### config.mk
export PLATFORM = sky130hd
export DESIGN_NAME = lidar_scan_destagger_unit
export DESIGN_NICKNAME = d
export VERILOG_FILES = /design/src/rtl/lsd_pkg.sv /design/src/rtl/lsd_shift_ram.sv /design/src/rtl/lsd_div.sv /design/src/rtl/lidar_scan_destagger_unit.sv
export VERILOG_INCLUDE_DIRS = /design/src /design/src/rtl
export SDC_FILE = /design/constraint.sdc
export NUM_CORES = 2
export LEC_CHECK = 0
export BUFFER_PORTS_ARGS = -buffer_cell sky130_fd_sc_hd__buf_2
export CAP_MARGIN = 20
export CORE_MARGIN = 2
export CORE_UTILIZATION = 55
export CTS_CLUSTER_SIZE = 8
export DETAILED_ROUTE_END_ITERATION = 8
export GPL_TIMING_DRIVEN = 0
export HOLD_SLACK_MARGIN = 0.06
export PLACE_DENSITY = 0.83
export SKIP_CTS_REPAIR_TIMING = 1
export SYNTH_ARGS = -nofsm -noshare
export SYNTH_HDL_FRONTEND = slang
export SYNTH_HIERARCHICAL = 1
export SYNTH_SLANG_ARGS = --single-unit
### constraint.sdc
create_clock -name clk -period 11.6 [get_ports clk]
set_input_delay 0.58 -clock clk [delete_from_list [all_inputs] [get_ports clk]]
set_output_delay 0.58 -clock clk [all_outputs]
set_load 0.02 [all_outputs]
### src/rtl/lidar_scan_destagger_unit_defines.svh
// ----------------------------------------------------------------------------
// lidar scan destagger assertion macros
// shared concurrent assertion forms; define NO_ASSERTIONS to drop them all
// ----------------------------------------------------------------------------
`ifndef LIDAR_SCAN_DESTAGGER_UNIT_DEFINES_SVH
`define LIDAR_SCAN_DESTAGGER_UNIT_DEFINES_SVH

`ifndef NO_ASSERTIONS
// same-cycle implication
`define LSD_ASSERT_IMP(lbl, clk, rstn, ante, cons) \
	lbl: assert property (@(posedge clk) disable iff (!rstn) (ante) |-> (cons)) \
		else $error("lsd assertion failed");
// next-cycle implication
`define LSD_ASSERT_NXT(lbl, clk, rstn, ante, cons) \
	lbl: assert property (@(posedge clk) disable iff (!rstn) (ante) |=> (cons)) \
		else $error("lsd assertion failed");
`else
`define LSD_ASSERT_IMP(lbl, clk, rstn, ante, cons)
`define LSD_ASSERT_NXT(lbl, clk, rstn, ante, cons)
`endif

`endif

### src/rtl/lsd_pkg.sv
`timescale 1ns / 1ps
// ----------------------------------------------------------------------------
// lsd_pkg
// shared sizes, codes and types of the lidar scan destagger
// ----------------------------------------------------------------------------
package lsd_pkg;

	localparam int unsigned MAX_ROWS    = 128;
	localparam int unsigned MAX_COLUMNS = 2048;

	// table address, row counter (holds MAX_ROWS), column field and width value
	localparam int unsigned ROW_AW = $clog2(MAX_ROWS);
	localparam int unsigned ROW_CW = $clog2(MAX_ROWS + 1);
	localparam int unsigned COL_W  = $clog2(MAX_COLUMNS);
	localparam int unsigned COL_CW = $clog2(MAX_COLUMNS + 1);

	// register widths
	localparam int unsigned ROWS_REG_W = 8;
	localparam int unsigned COLS_REG_W = 12;
	localparam int unsigned CFG_W      = 12;
	localparam int unsigned CFG_IDX_W  = 2;

	// item field widths
	localparam int unsigned TROW_W  = 7;
	localparam int unsigned SHIFT_W = 11;
	localparam int unsigned REFL_W  = 16;
	localparam int unsigned FRAC_W  = 16;
	localparam int unsigned STAMP_W = 32;
	localparam int unsigned PROW_W  = 7;
	localparam int unsigned PCOL_W  = 11;
	localparam int unsigned PVAL_W  = 8;

	localparam int unsigned IN_FIELDS_W  = TROW_W + SHIFT_W + 1 + REFL_W + FRAC_W + STAMP_W;
	localparam int unsigned IN_TDATA_W   = ((IN_FIELDS_W + 7) / 8) * 8;
	localparam int unsigned OUT_FIELDS_W = PROW_W + PCOL_W + PVAL_W + REFL_W + 2 * STAMP_W;
	localparam int unsigned OUT_TDATA_W  = ((OUT_FIELDS_W + 7) / 8) * 8;

	// scan period of 0.1 s in ns spread over the columns
	localparam int unsigned TIME_SCALE = 100000000;
	localparam int unsigned QUO_W      = $clog2(TIME_SCALE);
	localparam int unsigned DIVIDEND_W = COL_W + QUO_W;
	localparam int unsigned DCNT_W     = $clog2(QUO_W);

	// reciprocal of 255 for 16-bit values: (x * 0x8081) >> 23 is exact
	localparam int unsigned RECIP255     = 32'h8081;
	localparam int unsigned RECIP255_SH  = 23;
	localparam int unsigned INTENS_SCALE = 255;
	localparam int unsigned INTENS_SH    = 15;

	localparam logic [CFG_IDX_W-1:0] CFG_ROWS    = 2'd0;
	localparam logic [CFG_IDX_W-1:0] CFG_COLUMNS = 2'd1;
	localparam logic [CFG_IDX_W-1:0] CFG_MODE    = 2'd2;

	localparam logic OP_LOAD  = 1'b0;
	localparam logic OP_POINT = 1'b1;

	typedef enum logic [1:0] {
		MODE_PASS   = 2'd0,
		MODE_TIME   = 2'd1,
		MODE_SCALE  = 2'd2,
		MODE_INTENS = 2'd3
	} mode_t;

	typedef struct packed {
		logic busy;
		logic done;
	} div_stat_t;

endpackage

### src/rtl/lsd_shift_ram.sv
`timescale 1ns / 1ps
// ----------------------------------------------------------------------------
// lsd_shift_ram
// per-row column shift memory, one write and one registered read port
// ----------------------------------------------------------------------------
module lsd_shift_ram (
	input  logic                         clk,
	input  logic                         we,
	input  logic [lsd_pkg::ROW_AW-1:0]  waddr,
	input  logic [lsd_pkg::SHIFT_W-1:0] wdata,
	input  logic                         re,
	input  logic [lsd_pkg::ROW_AW-1:0]  raddr,
	output logic [lsd_pkg::SHIFT_W-1:0] rdata
);
	import lsd_pkg::*;

	logic [SHIFT_W-1:0] mem [MAX_ROWS];

	always_ff @(posedge clk) begin
		if (we) begin
			mem[waddr] <= wdata;
		end
	end

	always_ff @(posedge clk) begin
		if (re) begin
			rdata <= mem[raddr];
		end
	end

endmodule

### src/rtl/lsd_div.sv
`timescale 1ns / 1ps
// ----------------------------------------------------------------------------
// lsd_div
// recomputed point time: u * 1e8 / columns, one quotient bit per cycle
// ----------------------------------------------------------------------------
module lsd_div (
	input  logic                        clk,
	input  logic                        arst_n,
	input  logic                        start,
	input  logic [lsd_pkg::COL_W-1:0]  u,
	input  logic [lsd_pkg::COL_CW-1:0] divisor,
	output lsd_pkg::div_stat_t          stat,
	output logic [lsd_pkg::QUO_W-1:0]  quotient
);
	import lsd_pkg::*;

	logic              load_q;
	logic              busy_q;
	logic              done_q;
	logic [DCNT_W-1:0] cnt_q;
	logic [COL_W-1:0]  u_q;
	logic [COL_CW-1:0] d_q;
	logic [COL_CW-1:0] rem_q;
	logic [QUO_W-1:0]  quo_q;

	logic [DIVIDEND_W-1:0] prod;
	logic [COL_CW:0]       trial;
	logic                  fits;

	assign prod  = DIVIDEND_W'(u_q) * DIVIDEND_W'(TIME_SCALE);
	assign trial = {rem_q, quo_q[QUO_W-1]};
	assign fits  = trial >= {1'b0, d_q};

	always_ff @(posedge clk or negedge arst_n) begin
		if (!arst_n) begin
			load_q <= 1'b0;
			busy_q <= 1'b0;
			done_q <= 1'b0;
			cnt_q  <= '0;
		end else begin
			priority if (start) begin
				load_q <= 1'b1;
				busy_q <= 1'b1;
				done_q <= 1'b0;
			end else if (load_q) begin
				load_q <= 1'b0;
				cnt_q  <= '0;
			end else if (busy_q) begin
				cnt_q <= cnt_q + 1'b1;
				if (cnt_q == DCNT_W'(QUO_W - 1)) begin
					busy_q <= 1'b0;
					done_q <= 1'b1;
				end
			end else begin
				done_q <= 1'b0;
			end
		end
	end

	// top bits of the product stay below the divisor since u < columns
	always_ff @(posedge clk) begin
		if (start) begin
			u_q <= u;
			d_q <= divisor;
		end
		if (load_q) begin
			rem_q <= COL_CW'(prod[DIVIDEND_W-1:QUO_W]);
			quo_q <= prod[QUO_W-1:0];
		end else if (busy_q) begin
			rem_q <= fits ? COL_CW'(trial - {1'b0, d_q}) : trial[COL_CW-1:0];
			quo_q <= {quo_q[QUO_W-2:0], fits};
		end
	end

	assign stat.busy = busy_q;
	assign stat.done = done_q;
	assign quotient  = quo_q;

endmodule

### src/rtl/lidar_scan_destagger_unit.sv
`timescale 1ns / 1ps
// ----------------------------------------------------------------------------
// lidar_scan_destagger_unit
// places raw-order lidar points on a destaggered image and treats their values
// ----------------------------------------------------------------------------
// A shift-table load is written as it is accepted. A point passes accept, shift
// memory read and finish in modes 0, 2 and 3; in mode 1 the time recompute
// runs between them through a bit-serial divider of a product step, 27
// quotient steps and a hand-over of the quotient; a surplus point skips the
// divider in every mode. The result sits in an output register, so the next
// item is taken while it waits; a point only stalls in its finish cycle while
// that register is still full. The shift memory needs no clearing after reset:
// rows must be loaded before points use them.
`include "lidar_scan_destagger_unit_defines.svh"

module lidar_scan_destagger_unit (
	input  logic                              clk,
	input  logic                              arst_n,
	input  logic                              cfg_we,
	input  logic [lsd_pkg::CFG_IDX_W-1:0]    cfg_index,
	input  logic [lsd_pkg::CFG_W-1:0]        cfg_wdata,
	input  logic                              s_axis_tvalid,
	output logic                              s_axis_tready,
	// table_row, shift_value, first_of_frame, raw_reflectivity,
	// intensity_fraction, point_stamp
	input  logic [lsd_pkg::IN_TDATA_W-1:0]   s_axis_tdata,
	// operation
	input  logic                              s_axis_tuser,
	output logic                              m_axis_tvalid,
	input  logic                              m_axis_tready,
	// pixel_row, pixel_column, pixel_value, new_reflectivity, new_stamp,
	// frame_maximum
	output logic [lsd_pkg::OUT_TDATA_W-1:0]  m_axis_tdata,
	// frame_done
	output logic                              m_axis_tlast,
	// frame_error
	output logic                              m_axis_tuser
);
	import lsd_pkg::*;

	typedef enum logic [3:0] {
		S_IDLE = 4'b0001,
		S_CALC = 4'b0010,
		S_DIV  = 4'b0100,
		S_FIN  = 4'b1000
	} state_t;

	// input fields
	logic [TROW_W-1:0]  in_trow;
	logic [SHIFT_W-1:0] in_shift;
	logic               in_first;
	logic [REFL_W-1:0]  in_refl;
	logic [FRAC_W-1:0]  in_frac;
	logic [STAMP_W-1:0] in_stamp;

	assign in_trow  = s_axis_tdata[TROW_W-1:0];
	assign in_shift = s_axis_tdata[TROW_W +: SHIFT_W];
	assign in_first = s_axis_tdata[TROW_W + SHIFT_W];
	assign in_refl  = s_axis_tdata[TROW_W + SHIFT_W + 1 +: REFL_W];
	assign in_frac  = s_axis_tdata[TROW_W + SHIFT_W + 1 + REFL_W +: FRAC_W];
	assign in_stamp = s_axis_tdata[TROW_W + SHIFT_W + 1 + REFL_W + FRAC_W +: STAMP_W];

	// configuration
	logic [ROWS_REG_W-1:0] rows_q;
	logic [COLS_REG_W-1:0] cols_q;
	mode_t                 mode_q;
	logic [ROW_CW-1:0]     rows_used;
	logic [COL_CW-1:0]     cols_used;

	always_ff @(posedge clk or negedge arst_n) begin
		if (!arst_n) begin
			rows_q <= ROWS_REG_W'(128);
			cols_q <= COLS_REG_W'(1024);
			mode_q <= MODE_PASS;
		end else if (cfg_we) begin
			unique case (cfg_index)
				CFG_ROWS:    rows_q <= cfg_wdata[ROWS_REG_W-1:0];
				CFG_COLUMNS: cols_q <= cfg_wdata[COLS_REG_W-1:0];
				CFG_MODE:    mode_q <= mode_t'(cfg_wdata[1:0]);
				default: ;
			endcase
		end
	end

	always_comb begin
		if (rows_q == '0) begin
			rows_used = ROW_CW'(1);
		end else if (32'(rows_q) > MAX_ROWS) begin
			rows_used = ROW_CW'(MAX_ROWS);
		end else begin
			rows_used = ROW_CW'(rows_q);
		end
		if (cols_q == '0) begin
			cols_used = COL_CW'(1);
		end else if (32'(cols_q) > MAX_COLUMNS) begin
			cols_used = COL_CW'(MAX_COLUMNS);
		end else begin
			cols_used = COL_CW'(cols_q);
		end
	end

	// control and frame state
	state_t             state_q;
	logic [ROW_CW-1:0]  row_q;
	logic [COL_W-1:0]   col_q;
	logic [STAMP_W-1:0] max_q;
	logic               ovf_q;
	logic               out_valid_q;

	// point payload
	logic [REFL_W-1:0]  refl_in_q;
	logic [FRAC_W-1:0]  frac_q;
	logic [STAMP_W-1:0] stamp_in_q;
	logic [COL_W-1:0]   u_q;
	logic [REFL_W-1:0]  refl_q;
	logic               surplus_q;

	// output register
	logic [PROW_W-1:0]  out_row_q;
	logic [PCOL_W-1:0]  out_col_q;
	logic [REFL_W-1:0]  out_refl_q;
	logic [STAMP_W-1:0] out_stamp_q;
	logic [STAMP_W-1:0] out_max_q;
	logic               out_done_q;
	logic               out_err_q;

	logic accept;
	logic is_load;
	logic is_point;

	assign s_axis_tready = state_q == S_IDLE;
	assign accept        = s_axis_tvalid && s_axis_tready;
	assign is_load       = accept && (s_axis_tuser == OP_LOAD);
	assign is_point      = accept && (s_axis_tuser == OP_POINT);

	// shift memory
	logic [SHIFT_W-1:0] rd_shift;
	logic [SHIFT_W-1:0] wr_shift;
	logic               wr_en;
	logic [ROW_AW-1:0]  rd_addr;

	// a shift at or past the width is kept as zero
	assign wr_shift = (COL_CW'(in_shift) < cols_used) ? in_shift : '0;
	assign wr_en    = is_load && (32'(in_trow) < MAX_ROWS);
	assign rd_addr  = in_first ? '0 : row_q[ROW_AW-1:0];

	lsd_shift_ram u_ram (
		.clk   (clk),
		.we    (wr_en),
		.waddr (in_trow[ROW_AW-1:0]),
		.wdata (wr_shift),
		.re    (is_point),
		.raddr (rd_addr),
		.rdata (rd_shift)
	);

	// position and reflectivity, in the cycle after the memory read
	logic [COL_CW-1:0]         s_eff;
	logic [COL_CW-1:0]         col_sum;
	logic [COL_CW-1:0]         u_calc;
	logic                      surplus;
	logic [REFL_W*2-1:0]       scale_prod;
	logic [FRAC_W+8-1:0]       intens_prod;
	logic [REFL_W-1:0]         refl_calc;
	logic                      need_div;

	assign s_eff   = (COL_CW'(rd_shift) >= cols_used) ? '0 : COL_CW'(rd_shift);
	assign col_sum = COL_CW'(col_q) + s_eff;
	assign u_calc  = (col_sum >= cols_used) ? col_sum - cols_used : col_sum;
	assign surplus = ovf_q || (row_q >= rows_used) || (COL_CW'(col_q) >= cols_used);
	assign need_div = (mode_q == MODE_TIME) && !surplus;

	assign scale_prod  = (REFL_W*2)'(refl_in_q) * (REFL_W*2)'(RECIP255);
	assign intens_prod = (FRAC_W+8)'(frac_q) * (FRAC_W+8)'(INTENS_SCALE);

	always_comb begin
		unique case (mode_q)
			MODE_SCALE:  refl_calc = REFL_W'(scale_prod >> RECIP255_SH);
			MODE_INTENS: refl_calc = REFL_W'(intens_prod >> INTENS_SH);
			default:     refl_calc = refl_in_q;
		endcase
	end

	// time recompute
	div_stat_t         div_stat;
	logic [QUO_W-1:0]  quotient;
	logic              div_start;

	assign div_start = (state_q == S_CALC) && need_div;

	lsd_div u_div (
		.clk      (clk),
		.arst_n   (arst_n),
		.start    (div_start),
		.u        (u_calc[COL_W-1:0]),
		.divisor  (cols_used),
		.stat     (div_stat),
		.quotient (quotient)
	);

	// finish
	logic               fin_go;
	logic [STAMP_W-1:0] stamp_new;
	logic [STAMP_W-1:0] max_new;
	logic               fin_done;
	logic               col_wrap;

	assign fin_go    = (state_q == S_FIN) && (!out_valid_q || m_axis_tready);
	assign stamp_new = (mode_q == MODE_TIME) ? STAMP_W'(quotient) : stamp_in_q;
	assign max_new   = (stamp_new > max_q) ? stamp_new : max_q;
	assign fin_done  = (row_q == rows_used - 1'b1) &&
		(COL_CW'(col_q) == cols_used - 1'b1);
	assign col_wrap  = (COL_CW'(col_q) + 1'b1) >= cols_used;

	always_ff @(posedge clk or negedge arst_n) begin
		if (!arst_n) begin
			state_q     <= S_IDLE;
			row_q       <= '0;
			col_q       <= '0;
			max_q       <= '0;
			ovf_q       <= 1'b0;
			out_valid_q <= 1'b0;
		end else begin
			if (fin_go) begin
				out_valid_q <= 1'b1;
			end else if (m_axis_tready) begin
				out_valid_q <= 1'b0;
			end
			unique case (state_q)
				S_IDLE: begin
					if (is_point) begin
						state_q <= S_CALC;
						if (in_first) begin
							row_q <= '0;
							col_q <= '0;
							max_q <= '0;
							ovf_q <= 1'b0;
						end
					end
				end
				S_CALC: begin
					state_q <= need_div ? S_DIV : S_FIN;
				end
				S_DIV: begin
					if (div_stat.done) begin
						state_q <= S_FIN;
					end
				end
				S_FIN: begin
					if (fin_go) begin
						state_q <= S_IDLE;
						if (surplus_q) begin
							ovf_q <= 1'b1;
						end else begin
							max_q <= max_new;
							if (col_wrap) begin
								col_q <= '0;
								row_q <= row_q + 1'b1;
							end else begin
								col_q <= col_q + 1'b1;
							end
							if (fin_done) begin
								ovf_q <= 1'b1;
							end
						end
					end
				end
				default: state_q <= S_IDLE;
			endcase
		end
	end

	always_ff @(posedge clk) begin
		if (is_point) begin
			refl_in_q  <= in_refl;
			frac_q     <= in_frac;
			stamp_in_q <= in_stamp;
		end
		if (state_q == S_CALC) begin
			u_q       <= u_calc[COL_W-1:0];
			refl_q    <= refl_calc;
			surplus_q <= surplus;
		end
		if (fin_go) begin
			out_max_q <= surplus_q ? max_q : max_new;
			out_err_q <= surplus_q;
			if (surplus_q) begin
				out_row_q   <= '0;
				out_col_q   <= '0;
				out_refl_q  <= '0;
				out_stamp_q <= '0;
				out_done_q  <= 1'b0;
			end else begin
				out_row_q   <= row_q[PROW_W-1:0];
				out_col_q   <= PCOL_W'(u_q);
				out_refl_q  <= refl_q;
				out_stamp_q <= stamp_new;
				out_done_q  <= fin_done;
			end
		end
	end

	assign m_axis_tvalid = out_valid_q;
	assign m_axis_tdata  = OUT_TDATA_W'({out_max_q, out_stamp_q, out_refl_q,
		out_refl_q[PVAL_W-1:0], out_col_q, out_row_q});
	assign m_axis_tlast  = out_done_q;
	assign m_axis_tuser  = out_err_q;

	`LSD_ASSERT_IMP(a_err_not_done, clk, arst_n, m_axis_tvalid, !(m_axis_tlast && m_axis_tuser))
	`LSD_ASSERT_IMP(a_err_no_pos, clk, arst_n, m_axis_tvalid && m_axis_tuser, (out_row_q == '0) && (out_col_q == '0))
	`LSD_ASSERT_IMP(a_col_in_width, clk, arst_n, m_axis_tvalid && !m_axis_tuser, COL_CW'(out_col_q) < cols_used)
	`LSD_ASSERT_NXT(a_done_closes, clk, arst_n, fin_go && !surplus_q && fin_done, ovf_q)
	`LSD_ASSERT_IMP(a_div_in_state, clk, arst_n, div_stat.busy || div_stat.done, state_q == S_DIV)

endmodule
==> run summary <==
Avg Cell Area, Syn - 17.51 um^2
Pint - 0.01200 W
First-pass GRT wire length - 328,600 um
CTS tree - done
H-tree levels - 4
Routability cong. - 0.9346
Worst path max stage delay - 0.89 ns
Rows - 139
Total GRT Usage - 0.3079
Max-Cap Viols - 0
Worst-Margin Slew - 1.232 ns
Clock-pin slew on the worst setup and hold paths - 0.05 ns
Setup-failing EPs final - 0
Mapped Cells - 4,572
Post-Route WL - 232,900 um
Minimum clock period - 9.140 ns
Synth Warn # - 6
Die ar. - 0.1486 mm^2
Area grow syn2layout - 15.89%
Clock power frac - 0.389
Clock Sink Count - 1,760
Outcome - completed
Static leakage - 32.47 nW
Post-route design area - 0.09276 mm^2
Max VDD drop - 0.2210 mV
Crit path launch type - flop
Layout Nets - 5,791
Avg WL per Cell - 32.26 um
Post-DRT Antenna Nets - 0
Critical path required time - 12.12 ns
Largest net degree at the start of global routing - 64
Slew HR - 0.1755
Total CTS buffers - 239
Die height - 385.5 um
WP data arrival - 9.67 ns
Pwr/cell area - 176.6 mW/mm^2
Commonest non-fill, non-tap cells in the layout - edfxtp_1 (1,664), mux4_2 (462), inv_1 (340)
Share of layout cells above drive strength 1 - 0.2295
Clock tree buffer depth - 3
Root Driver - clkbuf_16
Area of the multi-input gates - 0.02567 mm^2
CP max stage cell - o21ai_0
Psw - 0.004379 W
Router iterations before antenna repair - 8
Layout Skew - 0.06078 ns
Dpl cell area - 0.08476 mm^2
Clock latency on the worst-skew pair - 0.88 ns
Total grt overflow - 0
CP dominant cell by count - o21ai_0
Number of remaining DRC errors - 0
Final setup TNS - 0 ns
Final worst path period share - 0.7880
Crit path kind - reg -> reg
Count of final hold-check violations - 0
Filler cells - 9,140
Unrepaired setup endpoints after global routing - false
Setup crit end kind - flop
Cell Area, Synth - 0.08004 mm^2
Register area - 0.05233 mm^2
Vias in the first global route - 47,700
Core Region - 0.1440 mm^2
# IOs - 224
Max FO, Critical Path - 10
DR vias - 47,840
Iteration-0 DRC Markers - 6,920
Initial core utilization - 0.5558
IO buf count - 208
Sw Share - 0.2673
Seq pwr share - 0.453
Logic pwr share - 0.159
Max frequency - 0.1094 GHz
Vias per cell - 6.627
Min-Delay Path Class - in -> reg
Antenna violations before repair - 24
Most common cell after layout, fill and taps aside - edfxtp_1
Die width - 385.5 um
Slew Viols, Final - 0
Post-DP HPWL - 145,100 um
registers in the layout (all words and copies together) (netlist names), 8 cells and up:
register        count
u_ram/mem        1408
u_div/quotient     27
out_col_q          11
rows_q              8
refl_in_q          16
col_q              11
row_q               8
u_div/u_q          11
refl_q             16
max_q              32
frac_q             16
u_ram/rdata        11
out_refl_q         16
cols_q             12
stamp_in_q         32
u_div/rem_q        12
out_stamp_q        32
u_q                11
u_div/d_q          12
out_max_q          32
routing by layer:
layer | wire [um] | track usage
met1 | 76560 | 0.3717
met2 | 115300 | 0.5148
met3 | 26050 | 0.07569
met4 | 14850 | 0.1618
met5 | 133 | 0
critical path, delay by kind of cell, from the launching register on:
family / cells / cell delay (ns)
AOI/OAI and AO/OA: 15 / 5.29
xor gates and xnor gates: 1 / 0.18
adders and majority gates: 3 / 1.03
buffers and inverters: 4 / 1.20
DFF: 1 / 0.52
and+or+nand+nor: 5 / 0.60
cell type report:
cell class | count | share of cell area
Clock buffer | 288 | 0.06703
Buffer | 204 | 0.009793
Multi-Input combinational cell | 2272 | 0.2768
Tap cell | 1903 | 0.02567
Antenna cell | 13 | 0.0003507
Timing Repair Buffer | 421 | 0.03869
Inverter | 341 | 0.01380
Sequential cell | 1760 | 0.5642
Clock inverter | 17 | 0.003710
path summary, 6_finish.rpt:
| kind | cells past startpoint | slack [ns] | start | endpoint |
|---|---|---|---|---|
| worst max register to register | 28 | 2.46 | cols_q[5] | u_q[8] |
| max in group asynchronous | 3 | 10.62 | arst_n | rows_q[7] |
| worst min register to register | 1 | 0.50 | ovf_q | ovf_q |
| min in group asynchronous | 2 | 0.27 | arst_n | max_q[17] |
| worst min-delay path | 2 | 0.07 | cfg_wdata[1] | cols_q[1] |
| worst max-delay path | 28 | 2.46 | cols_q[5] | u_q[8] |
power groups by stage:
| stage | registers [W] | clock network, W | logic, W |
|---|---|---|---|
| 2_1_floorplan | 0.00753 | 0 | 0.00171 |
| 3_3_place_gp | 0.00762 | 0 | 0.00229 |
| 3_5_place_dp | 0.00753 | 0 | 0.00249 |
| 4_1_cts | 0.00741 | 0.00638 | 0.00253 |
| 5_1_grt | 0.00742 | 0.00662 | 0.00285 |
| 6_report | 0.00742 | 0.00637 | 0.00260 |
metrics by stage:
stage	cells	power [W]	util	setup WS, ns	hold slack (ns)
finish	7219	0.01638	0.6441	2.460	0.06746
global route	7208	0.01689	0.6439	2.037	0.06662
CTS	7059	0.01633	0.6341	2.657	-0.2941
detailed placement	6754	0.01002	0.5886	2.901	0.4867
global placement	6688	0.009915	0.5797	0.4996	0.4710
floorplan	4577	0.009241	-	4.805	0.2844
(Power assumes the default switching activity.)
